## src/rtl/crcg_pkg.sv

```systemverilog
// ----------------------------------------------------------------------------
// crcg_pkg
// Shared types and constants of the Catmull-Rom curve generator.
// ----------------------------------------------------------------------------
package crcg_pkg;

    localparam int OUT_W       = 26;
    localparam int OUT_TDATA_W = 56;
    localparam int TQ_W        = 16;

    // operand sources of a segment job
    localparam logic [2:0] SEL_R0  = 3'd0;
    localparam logic [2:0] SEL_R1  = 3'd1;
    localparam logic [2:0] SEL_R2  = 3'd2;
    localparam logic [2:0] SEL_CUR = 3'd3;
    localparam logic [2:0] SEL_F0  = 3'd4;
    localparam logic [2:0] SEL_F1  = 3'd5;
    localparam logic [2:0] SEL_F2  = 3'd6;

    // register indexes
    localparam logic REG_PPS    = 1'b0;
    localparam logic REG_CLOSED = 1'b1;

    typedef struct packed {
        logic            pt;   // emit the current point itself
        logic [3:0][2:0] sel;  // sel[0] is the first curve point
    } job_t;

    typedef struct packed {
        logic start;
    } eval_ctl_t;

    typedef struct packed {
        logic busy;
        logic done;
    } eval_sts_t;

    // floor(65536/N) and 65536 mod N
    localparam logic [16:0] TQ_STEP [0:16] = '{
        17'd65536, 17'd65536, 17'd32768, 17'd21845, 17'd16384, 17'd13107,
        17'd10922, 17'd9362,  17'd8192,  17'd7281,  17'd6553,  17'd5957,
        17'd5461,  17'd5041,  17'd4681,  17'd4369,  17'd4096
    };
    localparam logic [3:0] TQ_REM [0:16] = '{
        4'd0, 4'd0, 4'd0, 4'd1, 4'd0, 4'd1, 4'd4, 4'd2, 4'd0,
        4'd7, 4'd6, 4'd9, 4'd4, 4'd3, 4'd2, 4'd1, 4'd0
    };

endpackage

```

## src/rtl/crcg_eval.sv

```systemverilog
// ----------------------------------------------------------------------------
// crcg_eval
// Bit-serial Horner evaluator: round(128*(a0 + a1 t + a2 t^2 + a3 t^3)).
// ----------------------------------------------------------------------------
module crcg_eval #(
    parameter int CA_W = 20
) (
    input  logic                          clk,
    input  logic                          rst_n,
    input  crcg_pkg::eval_ctl_t           ctl,
    input  logic signed [CA_W-1:0]        a0,
    input  logic signed [CA_W-1:0]        a1,
    input  logic signed [CA_W-1:0]        a2,
    input  logic signed [CA_W-1:0]        a3,
    input  logic [crcg_pkg::TQ_W-1:0]     tq,
    output crcg_pkg::eval_sts_t           sts,
    output logic signed [crcg_pkg::OUT_W-1:0] result
);

    localparam int ACC_W = CA_W + 53;
    localparam logic signed [ACC_W-1:0] RND = ACC_W'(1) << 40;

    logic signed [ACC_W-1:0] m_reg, prod_reg, acc_reg;
    logic signed [CA_W-1:0]  a0_reg, a1_reg, a2_reg;
    logic [crcg_pkg::TQ_W-1:0] tq_reg;
    logic [4:0] bit_reg;
    logic [1:0] pass_reg;
    logic       busy_reg, done_reg;
    logic signed [ACC_W-1:0] term, sum, rnd_sum;

    always_comb
    begin
        case (pass_reg)
            2'd0:    term = ACC_W'(a2_reg) <<< 16;
            2'd1:    term = ACC_W'(a1_reg) <<< 32;
            default: term = ACC_W'(a0_reg) <<< 48;
        endcase
        sum     = prod_reg + term;
        rnd_sum = (acc_reg + RND) >>> 41;
    end

    always_ff @(posedge clk or negedge rst_n)
    begin
        if (!rst_n)
        begin
            bit_reg  <= '0;
            pass_reg <= '0;
            busy_reg <= 1'b0;
            done_reg <= 1'b0;
        end
        else
        begin
            done_reg <= 1'b0;
            if (ctl.start)
            begin
                bit_reg  <= '0;
                pass_reg <= '0;
                busy_reg <= 1'b1;
            end
            else if (busy_reg)
            begin
                if (!bit_reg[4])
                    bit_reg <= bit_reg + 5'd1;
                else if (pass_reg == 2'd2)
                begin
                    busy_reg <= 1'b0;
                    done_reg <= 1'b1;
                end
                else
                begin
                    bit_reg  <= '0;
                    pass_reg <= pass_reg + 2'd1;
                end
            end
        end
    end

    always_ff @(posedge clk)
    begin
        if (ctl.start)
        begin
            m_reg    <= ACC_W'(a3);
            prod_reg <= '0;
            a0_reg   <= a0;
            a1_reg   <= a1;
            a2_reg   <= a2;
            tq_reg   <= tq;
        end
        else if (busy_reg)
        begin
            if (!bit_reg[4])
                prod_reg <= (prod_reg <<< 1) + (tq_reg[~bit_reg[3:0]] ? m_reg : '0);
            else if (pass_reg == 2'd2)
                acc_reg <= sum;
            else
            begin
                m_reg    <= sum;
                prod_reg <= '0;
            end
        end
    end

    assign sts.busy = busy_reg;
    assign sts.done = done_reg;
    assign result   = crcg_pkg::OUT_W'(rnd_sum);

endmodule

```

## src/rtl/catmull_rom_curve_generator.sv

```systemverilog
// ----------------------------------------------------------------------------
// catmull_rom_curve_generator
// Uniform Catmull-Rom spline sampler over a stream of 2-D control points.
// ----------------------------------------------------------------------------
//  channel   dir  transaction
//  s_axis    in   control point: tdata {point_y, point_x}, tlast final_point
//  m_axis    out  curve sample: tdata {curve_y, curve_x}, tlast last_of_run
//  apb       in   0x0 points_per_segment, 0x4 closed_curve
//
//  A point is accepted, then each segment job loads its four operands and emits N
//  samples; the end point sample of an open curve follows the last job.
//  For each sample, x and then y each take a start state and three bit-serial Horner
//  passes ended by a done strobe, then the sample is offered on m_axis.
//  s_axis_tready is high only while idle; a sample waits in place for m_axis_tready.
//  Reset clears control state and the point count; stored points are unset.
// ----------------------------------------------------------------------------
module catmull_rom_curve_generator #(
    parameter int MAX_SAMPLES_PER_SEGMENT = 16,
    parameter int COORD_BITS              = 16,
    localparam int IN_W = ((2 * COORD_BITS + 7) / 8) * 8
) (
    input  logic                  clk,
    input  logic                  rst_n,
    input  logic                  s_axis_tvalid,
    output logic                  s_axis_tready,
    input  logic [IN_W-1:0]       s_axis_tdata,   // point_x, point_y
    input  logic                  s_axis_tlast,
    output logic                  m_axis_tvalid,
    input  logic                  m_axis_tready,
    output logic [crcg_pkg::OUT_TDATA_W-1:0] m_axis_tdata, // curve_x, curve_y
    output logic                  m_axis_tlast,
    input  logic                  psel,
    input  logic                  penable,
    input  logic                  pwrite,
    input  logic [2:0]            paddr,
    input  logic [31:0]           pwdata,
    output logic [31:0]           prdata,
    output logic                  pready
);

    localparam int CW   = COORD_BITS;
    localparam int CA_W = CW + 4;
    localparam int K_W  = $clog2(MAX_SAMPLES_PER_SEGMENT + 1);

    localparam logic [2:0] ST_IDLE = 3'd0;
    localparam logic [2:0] ST_JOB  = 3'd1;
    localparam logic [2:0] ST_LOAD = 3'd2;
    localparam logic [2:0] ST_EVX  = 3'd3;
    localparam logic [2:0] ST_WX   = 3'd4;
    localparam logic [2:0] ST_EVY  = 3'd5;
    localparam logic [2:0] ST_WY   = 3'd6;
    localparam logic [2:0] ST_OUT  = 3'd7;

    logic [2:0] state_reg, state_next;
    logic [4:0] pps_reg;
    logic       closed_reg;
    logic [2:0] seen_reg;
    logic [2:0] job_cnt_reg;
    logic [2:0] job_idx_reg;
    logic [1:0] ld_reg;
    logic [K_W-1:0] k_reg;
    logic [16:0] tq_reg;
    logic [3:0]  rm_reg;
    crcg_pkg::job_t job_reg [0:3];
    crcg_pkg::job_t jobs_next [0:3];
    logic [2:0] jcnt_next;

    logic signed [CW-1:0] r_x_reg [0:2];
    logic signed [CW-1:0] r_y_reg [0:2];
    logic signed [CW-1:0] f_x_reg [0:2];
    logic signed [CW-1:0] f_y_reg [0:2];
    logic signed [CW-1:0] cur_x_reg, cur_y_reg;
    logic signed [CW-1:0] p_x_reg [0:3];
    logic signed [CW-1:0] p_y_reg [0:3];
    logic signed [crcg_pkg::OUT_W-1:0] out_x_reg, out_y_reg;

    logic signed [CW-1:0] in_x, in_y, mux_x, mux_y;
    logic signed [CW+7:0] pt_x, pt_y;
    logic signed [CA_W-1:0] e1, e2, e3, e4, a0, a1, a2, a3;
    logic [K_W-1:0] n_eff;
    logic [4:0] r_sum;
    logic       in_acc, cfg_wr, out_acc, job_end, job_last, seg_last, use_y;
    logic [2:0] cur_sel;
    crcg_pkg::job_t cur_job;
    crcg_pkg::eval_ctl_t ev_ctl;
    crcg_pkg::eval_sts_t ev_sts;
    logic signed [crcg_pkg::OUT_W-1:0] ev_result;

    assign in_x    = s_axis_tdata[CW-1:0];
    assign in_y    = s_axis_tdata[2*CW-1:CW];
    assign in_acc  = s_axis_tvalid && s_axis_tready;
    assign out_acc = m_axis_tvalid && m_axis_tready;
    assign cfg_wr  = psel && penable && pwrite && pready;
    assign pready  = 1'b1;

    always_comb
    begin
        if (paddr[2] == crcg_pkg::REG_CLOSED)
            prdata = {31'd0, closed_reg};
        else
            prdata = {27'd0, pps_reg};
    end

    always_comb
    begin
        if (pps_reg == 5'd0)
            n_eff = K_W'(1);
        else if (pps_reg > 5'(MAX_SAMPLES_PER_SEGMENT))
            n_eff = K_W'(MAX_SAMPLES_PER_SEGMENT);
        else
            n_eff = K_W'(pps_reg);
    end

    // job list for the arriving point
    always_comb
    begin
        jcnt_next = '0;
        for (int i = 0; i < 4; i++)
            jobs_next[i] = '0;
        if (seen_reg >= 3'd3)
        begin
            jobs_next[0].sel = {crcg_pkg::SEL_CUR, crcg_pkg::SEL_R2,
                                crcg_pkg::SEL_R1, crcg_pkg::SEL_R0};
            jcnt_next = 3'd1;
        end
        else if (seen_reg == 3'd2 && !closed_reg)
        begin
            jobs_next[0].sel = {crcg_pkg::SEL_CUR, crcg_pkg::SEL_R2,
                                crcg_pkg::SEL_R1, crcg_pkg::SEL_R1};
            jcnt_next = 3'd1;
        end
        if (s_axis_tlast)
        begin
            if (seen_reg == 3'd1)
            begin
                jobs_next[jcnt_next[1:0]].sel = {crcg_pkg::SEL_CUR, crcg_pkg::SEL_CUR,
                                                 crcg_pkg::SEL_R2, crcg_pkg::SEL_R2};
                jcnt_next = jcnt_next + 3'd1;
            end
            else if (seen_reg >= 3'd2)
            begin
                if (closed_reg)
                begin
                    jobs_next[jcnt_next[1:0]].sel = {crcg_pkg::SEL_F0, crcg_pkg::SEL_CUR,
                                                     crcg_pkg::SEL_R2, crcg_pkg::SEL_R1};
                    jobs_next[2'(jcnt_next + 3'd1)].sel = {crcg_pkg::SEL_F1,
                        crcg_pkg::SEL_F0, crcg_pkg::SEL_CUR, crcg_pkg::SEL_R2};
                    jobs_next[2'(jcnt_next + 3'd2)].sel = {crcg_pkg::SEL_F2,
                        crcg_pkg::SEL_F1, crcg_pkg::SEL_F0, crcg_pkg::SEL_CUR};
                    jcnt_next = jcnt_next + 3'd3;
                end
                else
                begin
                    jobs_next[jcnt_next[1:0]].sel = {crcg_pkg::SEL_CUR, crcg_pkg::SEL_CUR,
                                                     crcg_pkg::SEL_R2, crcg_pkg::SEL_R1};
                    jcnt_next = jcnt_next + 3'd1;
                end
            end
            if (!closed_reg)
            begin
                jobs_next[jcnt_next[1:0]].pt = 1'b1;
                jcnt_next = jcnt_next + 3'd1;
            end
        end
    end

    assign cur_job = job_reg[job_idx_reg[1:0]];
    assign cur_sel = cur_job.sel[ld_reg];

    always_comb
    begin
        unique case (cur_sel)
            crcg_pkg::SEL_R0:  begin mux_x = r_x_reg[0]; mux_y = r_y_reg[0]; end
            crcg_pkg::SEL_R1:  begin mux_x = r_x_reg[1]; mux_y = r_y_reg[1]; end
            crcg_pkg::SEL_R2:  begin mux_x = r_x_reg[2]; mux_y = r_y_reg[2]; end
            crcg_pkg::SEL_F0:  begin mux_x = f_x_reg[0]; mux_y = f_y_reg[0]; end
            crcg_pkg::SEL_F1:  begin mux_x = f_x_reg[1]; mux_y = f_y_reg[1]; end
            crcg_pkg::SEL_F2:  begin mux_x = f_x_reg[2]; mux_y = f_y_reg[2]; end
            default:           begin mux_x = cur_x_reg;  mux_y = cur_y_reg;  end
        endcase
    end

    // spline coefficients, times two
    assign use_y = (state_reg == ST_EVY);
    assign e1 = CA_W'(use_y ? p_y_reg[0] : p_x_reg[0]);
    assign e2 = CA_W'(use_y ? p_y_reg[1] : p_x_reg[1]);
    assign e3 = CA_W'(use_y ? p_y_reg[2] : p_x_reg[2]);
    assign e4 = CA_W'(use_y ? p_y_reg[3] : p_x_reg[3]);
    assign a0 = e2 <<< 1;
    assign a1 = e3 - e1;
    assign a2 = (e1 <<< 1) - (e2 <<< 2) - e2 + (e3 <<< 2) - e4;
    assign a3 = e2 + (e2 <<< 1) - e1 - e3 - (e3 <<< 1) + e4;

    assign ev_ctl.start = (state_reg == ST_EVX) || (state_reg == ST_EVY);

    crcg_eval #(
        .CA_W (CA_W)
    ) u_eval (
        .clk    (clk),
        .rst_n  (rst_n),
        .ctl    (ev_ctl),
        .a0     (a0),
        .a1     (a1),
        .a2     (a2),
        .a3     (a3),
        .tq     (tq_reg[crcg_pkg::TQ_W-1:0]),
        .sts    (ev_sts),
        .result (ev_result)
    );

    assign pt_x     = {cur_x_reg, 8'h00};
    assign pt_y     = {cur_y_reg, 8'h00};
    assign job_end  = (job_idx_reg == job_cnt_reg);
    assign job_last = ((job_idx_reg + 3'd1) == job_cnt_reg);
    assign seg_last = (k_reg == n_eff - K_W'(1));
    assign r_sum    = 5'(rm_reg) + 5'(crcg_pkg::TQ_REM[5'(n_eff)]);

    always_comb
    begin
        state_next = state_reg;
        unique case (state_reg)
            ST_IDLE: if (in_acc) state_next = ST_JOB;
            ST_JOB:
            begin
                if (job_end)
                    state_next = ST_IDLE;
                else if (cur_job.pt)
                    state_next = ST_OUT;
                else
                    state_next = ST_LOAD;
            end
            ST_LOAD: if (ld_reg == 2'd3) state_next = ST_EVX;
            ST_EVX:  state_next = ST_WX;
            ST_WX:   if (ev_sts.done) state_next = ST_EVY;
            ST_EVY:  state_next = ST_WY;
            ST_WY:   if (ev_sts.done) state_next = ST_OUT;
            ST_OUT:
            begin
                if (out_acc)
                begin
                    if (cur_job.pt || seg_last)
                        state_next = ST_JOB;
                    else
                        state_next = ST_EVX;
                end
            end
            default: state_next = ST_IDLE;
        endcase
    end

    always_ff @(posedge clk or negedge rst_n)
    begin
        if (!rst_n)
        begin
            state_reg   <= ST_IDLE;
            pps_reg     <= 5'd16;
            closed_reg  <= 1'b0;
            seen_reg    <= '0;
            job_cnt_reg <= '0;
            job_idx_reg <= '0;
            ld_reg      <= '0;
            k_reg       <= '0;
        end
        else
        begin
            state_reg <= state_next;
            if (cfg_wr)
            begin
                if (paddr[2] == crcg_pkg::REG_CLOSED)
                    closed_reg <= pwdata[0];
                else
                    pps_reg <= pwdata[4:0];
            end
            if (in_acc)
            begin
                job_cnt_reg <= jcnt_next;
                job_idx_reg <= '0;
                if (s_axis_tlast)
                    seen_reg <= '0;
                else if (seen_reg < 3'd4)
                    seen_reg <= seen_reg + 3'd1;
            end
            if (state_reg == ST_JOB)
                ld_reg <= '0;
            else if (state_reg == ST_LOAD)
                ld_reg <= ld_reg + 2'd1;
            if (state_reg == ST_LOAD)
                k_reg <= '0;
            else if (state_reg == ST_OUT && out_acc)
            begin
                if (cur_job.pt || seg_last)
                    job_idx_reg <= job_idx_reg + 3'd1;
                else
                    k_reg <= k_reg + K_W'(1);
            end
        end
    end

    always_ff @(posedge clk)
    begin
        if (in_acc)
        begin
            cur_x_reg <= in_x;
            cur_y_reg <= in_y;
            for (int i = 0; i < 4; i++)
                job_reg[i] <= jobs_next[i];
            for (int i = 0; i < 3; i++)
            begin
                if (seen_reg == 3'(i))
                begin
                    f_x_reg[i] <= in_x;
                    f_y_reg[i] <= in_y;
                end
            end
        end
        if (state_reg == ST_JOB && job_end)
        begin
            r_x_reg[0] <= r_x_reg[1];
            r_x_reg[1] <= r_x_reg[2];
            r_x_reg[2] <= cur_x_reg;
            r_y_reg[0] <= r_y_reg[1];
            r_y_reg[1] <= r_y_reg[2];
            r_y_reg[2] <= cur_y_reg;
        end
        if (state_reg == ST_JOB && cur_job.pt)
        begin
            out_x_reg <= crcg_pkg::OUT_W'(pt_x);
            out_y_reg <= crcg_pkg::OUT_W'(pt_y);
        end
        if (state_reg == ST_LOAD)
        begin
            for (int i = 0; i < 3; i++)
            begin
                p_x_reg[i] <= p_x_reg[i+1];
                p_y_reg[i] <= p_y_reg[i+1];
            end
            p_x_reg[3] <= mux_x;
            p_y_reg[3] <= mux_y;
            tq_reg     <= '0;
            rm_reg     <= '0;
        end
        if (state_reg == ST_OUT && out_acc)
        begin
            if (r_sum >= 5'(n_eff))
            begin
                rm_reg <= 4'(r_sum - 5'(n_eff));
                tq_reg <= tq_reg + crcg_pkg::TQ_STEP[5'(n_eff)] + 17'd1;
            end
            else
            begin
                rm_reg <= 4'(r_sum);
                tq_reg <= tq_reg + crcg_pkg::TQ_STEP[5'(n_eff)];
            end
        end
        if (state_reg == ST_WX && ev_sts.done)
            out_x_reg <= ev_result;
        if (state_reg == ST_WY && ev_sts.done)
            out_y_reg <= ev_result;
    end

    assign s_axis_tready = (state_reg == ST_IDLE);
    assign m_axis_tvalid = (state_reg == ST_OUT);
    assign m_axis_tlast  = job_last && (cur_job.pt || seg_last);
    assign m_axis_tdata  = {4'd0, out_y_reg, out_x_reg};

    a_idle_no_out: assert property (@(posedge clk) disable iff (!rst_n)
        s_axis_tready |-> !m_axis_tvalid)
        else $error("sample offered while idle");

    a_done_in_wait: assert property (@(posedge clk) disable iff (!rst_n)
        ev_sts.done |-> (state_reg == ST_WX || state_reg == ST_WY))
        else $error("evaluator finished outside a wait state");

    a_start_idle_unit: assert property (@(posedge clk) disable iff (!rst_n)
        ev_ctl.start |-> !ev_sts.busy)
        else $error("evaluator restarted while busy");

    a_job_count: assert property (@(posedge clk) disable iff (!rst_n)
        job_idx_reg <= job_cnt_reg && job_cnt_reg <= 3'd4)
        else $error("job index out of range");

endmodule

```

## config.mk

```make
export PLATFORM = sky130hd
export DESIGN_NAME = catmull_rom_curve_generator
export DESIGN_NICKNAME = d
export VERILOG_FILES = /design/src/rtl/crcg_pkg.sv /design/src/rtl/crcg_eval.sv /design/src/rtl/catmull_rom_curve_generator.sv
export SDC_FILE = /design/constraint.sdc
export NUM_CORES = 2
export LEC_CHECK = 0
export ABC_AREA = 1
export CAP_MARGIN = 20
export CORE_MARGIN = 10
export CORE_UTILIZATION = 50
export DETAILED_ROUTE_END_ITERATION = 7
export DONT_BUFFER_PORTS = 1
export GPL_ROUTABILITY_DRIVEN = 0
export PLACE_DENSITY = 0.63
export RECOVER_POWER = 25
export SLEW_MARGIN = 25
export SYNTH_ARGS = -nofsm -noshare
export SYNTH_HDL_FRONTEND = slang
export SYNTH_SLANG_ARGS = --single-unit
```

## constraint.sdc

```tcl
create_clock -name clk -period 13 [get_ports clk]
set_input_delay 0.65 -clock clk [delete_from_list [all_inputs] [get_ports clk]]
set_output_delay 0.65 -clock clk [all_outputs]
set_load 0.02 [all_outputs]
```

======== Word level (Yosys, flattened, before mapping) ========
Memory sizes are Yosys's and may differ from the RTL's.
Cells that the tools add are included.
word-level totals
  bits in registers ....................... 427
  RAM bits ................................ 372
  bits in read-only memories .............. 672
  input bits .............................. 75
  word-level logic and storage cells ...... 287
  memories ................................ 9
operators by class
  add/subtract/negate cells ............... 28
  order comparisons ....................... 16
  equality and inequality tests ........... 29
  muxes and demuxes ....................... 128
  bitwise logic cells ..................... 8
  reduce and logical (&&, ||, !) cells .... 43
memory list
  memory           depth  width  read ports  clocked after memory_dff  write ports  line                                source
  (no name shown)  32     17     1           0                         0            catmull_rom_curve_generator.sv:352  tq_reg <= tq_reg + crcg_pkg::TQ_STEP[5'(n_eff)];
  (no name shown)  32     4      1           0                         0            catmull_rom_curve_generator.sv:216  assign r_sum = 5'(rm_reg) + 5'(crcg_pkg::TQ_REM[5'(n_eff)]);
  p_x_reg          4      16     4           0                         4            catmull_rom_curve_generator.sv:73   logic signed [CW-1:0] p_x_reg [0:3];
  p_y_reg          4      16     4           0                         4            catmull_rom_curve_generator.sv:74   logic signed [CW-1:0] p_y_reg [0:3];
  job_reg          4      13     1           0                         4            catmull_rom_curve_generator.sv:64   crcg_pkg::job_t job_reg [0:3];
  f_x_reg          3      16     3           0                         1            catmull_rom_curve_generator.sv:70   logic signed [CW-1:0] f_x_reg [0:2];
  +3 memories      -      -      -           -                         -            -
operator list
  operator                  number
  $mux W73                  7
  $bwmux W52                6
  $mux W52                  6
  $pmux W16 S6              2
  $add A73 B73 Y73          2
  $pmux W73 S2              1
  $sub A20 B20 Y20          7
  $demux W13 S2             4
  $mux W26                  4
  $mux W17                  5
  $mux W20                  4
  $add A67 B42 Y67 const B  1
  $mux W16                  4
  $reduce_or A16 Y1         4
  $add A20 B20 Y20          3
  $mux W3                   20
  $mux W5                   10
  $mux W12                  4
  $mux W1                   30
  $pmux W3 S8               1
  $mux W2                   11
  $eq A3 B3 Y1 const B      7
  $mux W4                   5
  $add A17 B1 Y17 const B   1
  other kinds (46)          103

======== Longest topological paths before layout ========
  depth in word-level cells ............... 19
  mapped depth ............................ 28
  mapped depth without buffers ............ 27

======== Cells and area by module ========
From an unflattened synthesis, not the netlist that was laid out.
second synthesis, totals
  cells, all modules ...................... 5529
  area total of the unflattened synthesis .. 45945.3 sq um
modules (own cells, without submodules)
  module                       instances  cells an instance  area an instance (sq um)
  catmull_rom_curve_generator  1          2600               26714.4
  crcg_eval                    1          2929               19230.9

======== Worst setup path after synthesis ========
No wires, ideal clock.
  kind .................................... flip-flop to flip-flop
  start ................................... register state_reg[1]
  end ..................................... memory f_x_reg[0][32] in the netlist's numbering, enable pin
  setup time .............................. 461 ps
  arrival ................................. 5994 ps
  data required time ...................... 12539 ps
  path slack .............................. 6545 ps
  cell stages (with the launch flop) ...... 9
  path buffers ............................ 1
  period minus slack after synthesis ...... 6455 ps
  cells stage by stage .................... dfrtp_1 nor2_1 inv_1 nor2_1 inv_1 nor2_1 inv_1 clkbuf_1 nor3_1
between the ends
  longest elaborated chain between the ends .. 7
  elaborated cells between the ends (all ways) .. 14
RTL lines
  element                                                           line                                source
  start, declared                                                   catmull_rom_curve_generator.sv:54   logic [2:0] state_reg, state_next;
  start signal, assigned                                            catmull_rom_curve_generator.sv:266  state_reg <= state_next;
  $logic_not A3 Y1 (*)                                              catmull_rom_curve_generator.sv:361  assign s_axis_tready = (state_reg == ST_IDLE);
  via s_axis_tready                                                 catmull_rom_curve_generator.sv:25   output logic s_axis_tready,
  $logic_and A1 B1 Y1 (*)                                           catmull_rom_curve_generator.sv:91   assign in_acc = s_axis_tvalid && s_axis_tready;
  via in_acc                                                        catmull_rom_curve_generator.sv:82   logic in_acc, cfg_wr, out_acc, job_end, job_last, seg_last, use_y;
  $mux W1                                                           catmull_rom_curve_generator.sv:301  if (in_acc)
  $mux W1 (implied by the code)                                     catmull_rom_curve_generator.sv:311  f_x_reg[i] <= in_x;
  $reduce_or A16 Y1 (no line)                                       -
  $mux W2 (no line) / $mux W1 (equally long branches) (2 in a row)  -
  end, declared                                                     catmull_rom_curve_generator.sv:70
The timed path passes the listed nets; every way through them passes the cells marked *.

======== Worst setup path in the final report ========
  start ................................... register state_reg[0]
  end ..................................... register u_eval.m_reg[65], data pin
between the ends
  longest elaborated chain between the ends .. 8
  elaborated cells between the ends (all ways) .. 13
RTL lines
  element                        line                                                                    source
  $eq A3 B3 Y1                   catmull_rom_curve_generator.sv:184, catmull_rom_curve_generator.sv:194
  $mux W20                       catmull_rom_curve_generator.sv:186                                      assign e2 = CA_W'(use_y ? p_y_reg[1] : p_x_reg[1]);
  $add A20 B20 Y20               catmull_rom_curve_generator.sv:192                                      assign a3 = e2 + (e2 <<< 1) - e1 - e3 - (e3 <<< 1) + e4;
  $sub A20 B20 Y20 (3 in a row)  catmull_rom_curve_generator.sv:192
  $add A20 B20 Y20               catmull_rom_curve_generator.sv:192
  $mux W73 (*)                   crcg_eval.sv:80                                                         if (ctl.start)
  end signal, assigned           crcg_eval.sv:82                                                         m_reg <= ACC_W'(a3);
  end signal, assigned           crcg_eval.sv:97                                                         m_reg <= sum;
  end, declared                  crcg_eval.sv:23                                                         logic signed [ACC_W-1:0] m_reg, prod_reg, acc_reg;
Mark *: on every way between the ends. The rest lies on a longest branch, timed or not.
A chain may end at the register's enable or synchronous reset.

==> qor.yml <==
run_status:
  outcome: "finished with violations"
  violations: "capacitance limit, slew limit"
cells_and_area:
  mostFrequentLayoutCells: "1148 x nand2_1, 856 x inv_1, 610 x edfxtp_1"
  layoutNonFillerInstCount: 6587
  area_growth_pct: 8.641
  drive_gt1_share_pct: 4.565
  post-route-util_pct: 54.71
  diodes: 0
  layout_commonest_cell: "nand2_1"
  layout.nets: 5779
worst_setup_path:
  r2r_end: "u_eval.m_reg[65]$_DFFE_PP_"
  worstPathArrival_ns: 6.49
  crit_path_start: "state_reg[0]$_DFFE_PN0P_"
  r2r_cells: 19
  path_class: "flop to flop"
  r2r-start: "state_reg[0]$_DFFE_PN0P_"
  required_ns: 13.39
  crit_fanout: 74
  worstSetupEndpoint: "u_eval.m_reg[65]$_DFFE_PP_"
  critPathCaptureType: "flop"
  crit_path_start_kind: "flop"
  ff2ff_setup_slack_ns: 6.90
sta:
  layout_min_cycle_time_ns: 6.098
  worstMarginPinSlew_ns: 2.193
  hold_viol: 0
  slew_violations: 35
  rsz0062_at_grt: "false"
  clock_skew_ns: 0.04030
  slew-limit-headroom_pct: -46.20
  setup_tns_ns: 0
  setup_violations: 0
  post-route-period-util_pct: 46.91
  timing.fmax_ghz: 0.1640
floorplanning:
  initial_core_util_pct: 50.36
  num_rows: 110
  die_y_um: 320.9
  die_area_um2: 103000
  fp.dieW_um: 320.9
  ios: 167
  core_area_um2: 89870
detailed_routing:
  totalWireLength_um: 124600
  first_pass_iters: 6
  drc: 0
  drtIter0Drc: 3177
  viasPerCell: 5.402
  ant_nets: 0
  wl_per_cell_um: 18.91
  vias: 35580
cts:
  post_cts_resized: 0
  clock-sinks: 711
  ctsHtreeMaxLevel: 3
  numCtsBuffers: 81
  insertion_delay_ns: 0.67
  clkTransAtPathRegs_ns: 0.06
  clock_path_buffers: 3
  tritoncts: "built"
  postCtsSetupBuffers: 0
  root_buffer: "clkbuf_16"
  ctsHoldBuffers: 2
global_routing:
  antenna_found_initial: 1
  track_usage_pct: 23.79
  grt_overflow: 0
  grt.met2_usage_pct: 38.71
  grt_max_degree: 75
  grt_pass1_wl_um: 192000
  grt_pass1_vias: 34260
  grt_util_met3_pct: 3.466
  grt_util_met1_pct: 31.89
  busiest_layer: "met2"
synth:
  ys_types: 57
  ys_seq_area_share_pct: 45.32
  ys.flop_type: "edfxtp_1"
  synth_cells: 5343
  syn_avg_cell_area_um2: 8.471
  synth-edff-count: 610
  async_flop_share_pct: 4.782
  synth_seq_cells: 711
  syn-cell-area_um2: 45260
  yosys_warnings: 0
flow_run:
  cap_viol_max_count: 1
placement:
  placed_cells: 6435
  dp_hpwl_um: 95580
  port-buffer-count: 0
hold_path:
  hp-class: "input pin to flop"
worst max-delay path, stage by stage, from the launching register on:
cell	delay (ns)
dfrtp_1	0.48
inv_2	0.12
nor3_4	0.20
inv_2	0.04
buf_4	0.31
o21ai_0	0.84
fa_1	0.57
fa_1	0.55
inv_1	0.06
fa_1	0.54
inv_1	0.05
ha_1	0.39
a21oi_1	0.21
o21ai_0	0.14
a21o_1	0.19
nand2_1	0.07
nand3_1	0.15
o21ai_4	0.50
buf_16	0.24
nand2_1	0.10
how the worst min path moves through the flow:
stage	slack (ns)	depth (start not counted)	from	to
finish	0.08	0	s_axis_tdata[20]	f_y_reg[0][20]$_DFFE_PP_
global route	0.05	0	s_axis_tdata[20]	f_y_reg[0][20]$_DFFE_PP_
CTS	0.04	0	s_axis_tdata[7]	f_x_reg[0][23]$_DFFE_PP_
detailed placement	0.36	0	rst_n	seen_reg[0]$_DFFE_PN0P_
global placement	0.36	0	rst_n	seen_reg[2]$_DFFE_PN0P_
floorplan	0.35	0	rst_n	closed_reg$_DFFE_PN0P_
metal layers:
layer | vias up | part of all wire [%]
li1 | 17510 | -
met1 | 16740 | 44
met5 | - | 0
met4 | 0 | 4.1
met3 | 242 | 6.2
met2 | 1093 | 46
stage by stage:
step / hold slack (ns) / setup slack, ns / area, µm²
6_report: 0.08087 / 6.902 / 49170
5_1_grt: 0.05219 / 6.408 / 49170
4_1_cts: 0.04035 / 6.907 / 49190
3_5_place_dp: 0.3562 / 6.930 / 46400
3_3_place_gp: 0.3565 / 6.468 / 46370
2_1_floorplan: 0.3544 / 6.545 / 45370
cells by family after synthesis:
logic type	share of synthesized area [%]
simple gates	21.22
buf+inv	8.912
compound gates	10.22
flops	45.32
fa+ha+maj	11.93
xor+xnor	2.341
other cells	0.01659
mux	0.04423
cells in the mapped netlist, drive strengths merged, types with 14 or more instances:
cell type / number / area share [%]
xor2: 83 / 1.6
a31oi: 17 / 0.23
o21ai: 452 / 5.1
nand4: 106 / 1.5
o21bai: 26 / 0.43
dfxtp: 67 / 3.0
ha: 241 / 6.7
a21o: 17 / 0.28
xnor2: 38 / 0.74
inv: 868 / 7.2
dfrtp: 33 / 1.8
and2: 14 / 0.19
clkbuf: 54 / 0.45
nand3b: 41 / 0.69
nand3: 226 / 2.5
edfxtp: 610 / 40
nor2: 593 / 5.0
nor3: 63 / 0.82
fa: 119 / 5.3
nand2: 1152 / 9.6
buf: 90 / 1.2
or2: 55 / 0.76
a21oi: 306 / 3.4
area by class of cell:
cell class              count  area, µm²
clock inverters            45      548.0
clock buffers             105       2211
fillers                  8308      40700
inverters                 870       3271
multi-input cells        3648      20900
well taps                1176       1471
flip-flops and latches    711      20510
repair buffers             32      259.0
Power is not shown: default switching activity piles up to over one toggle a cycle in this logic, so the estimate is an artifact.
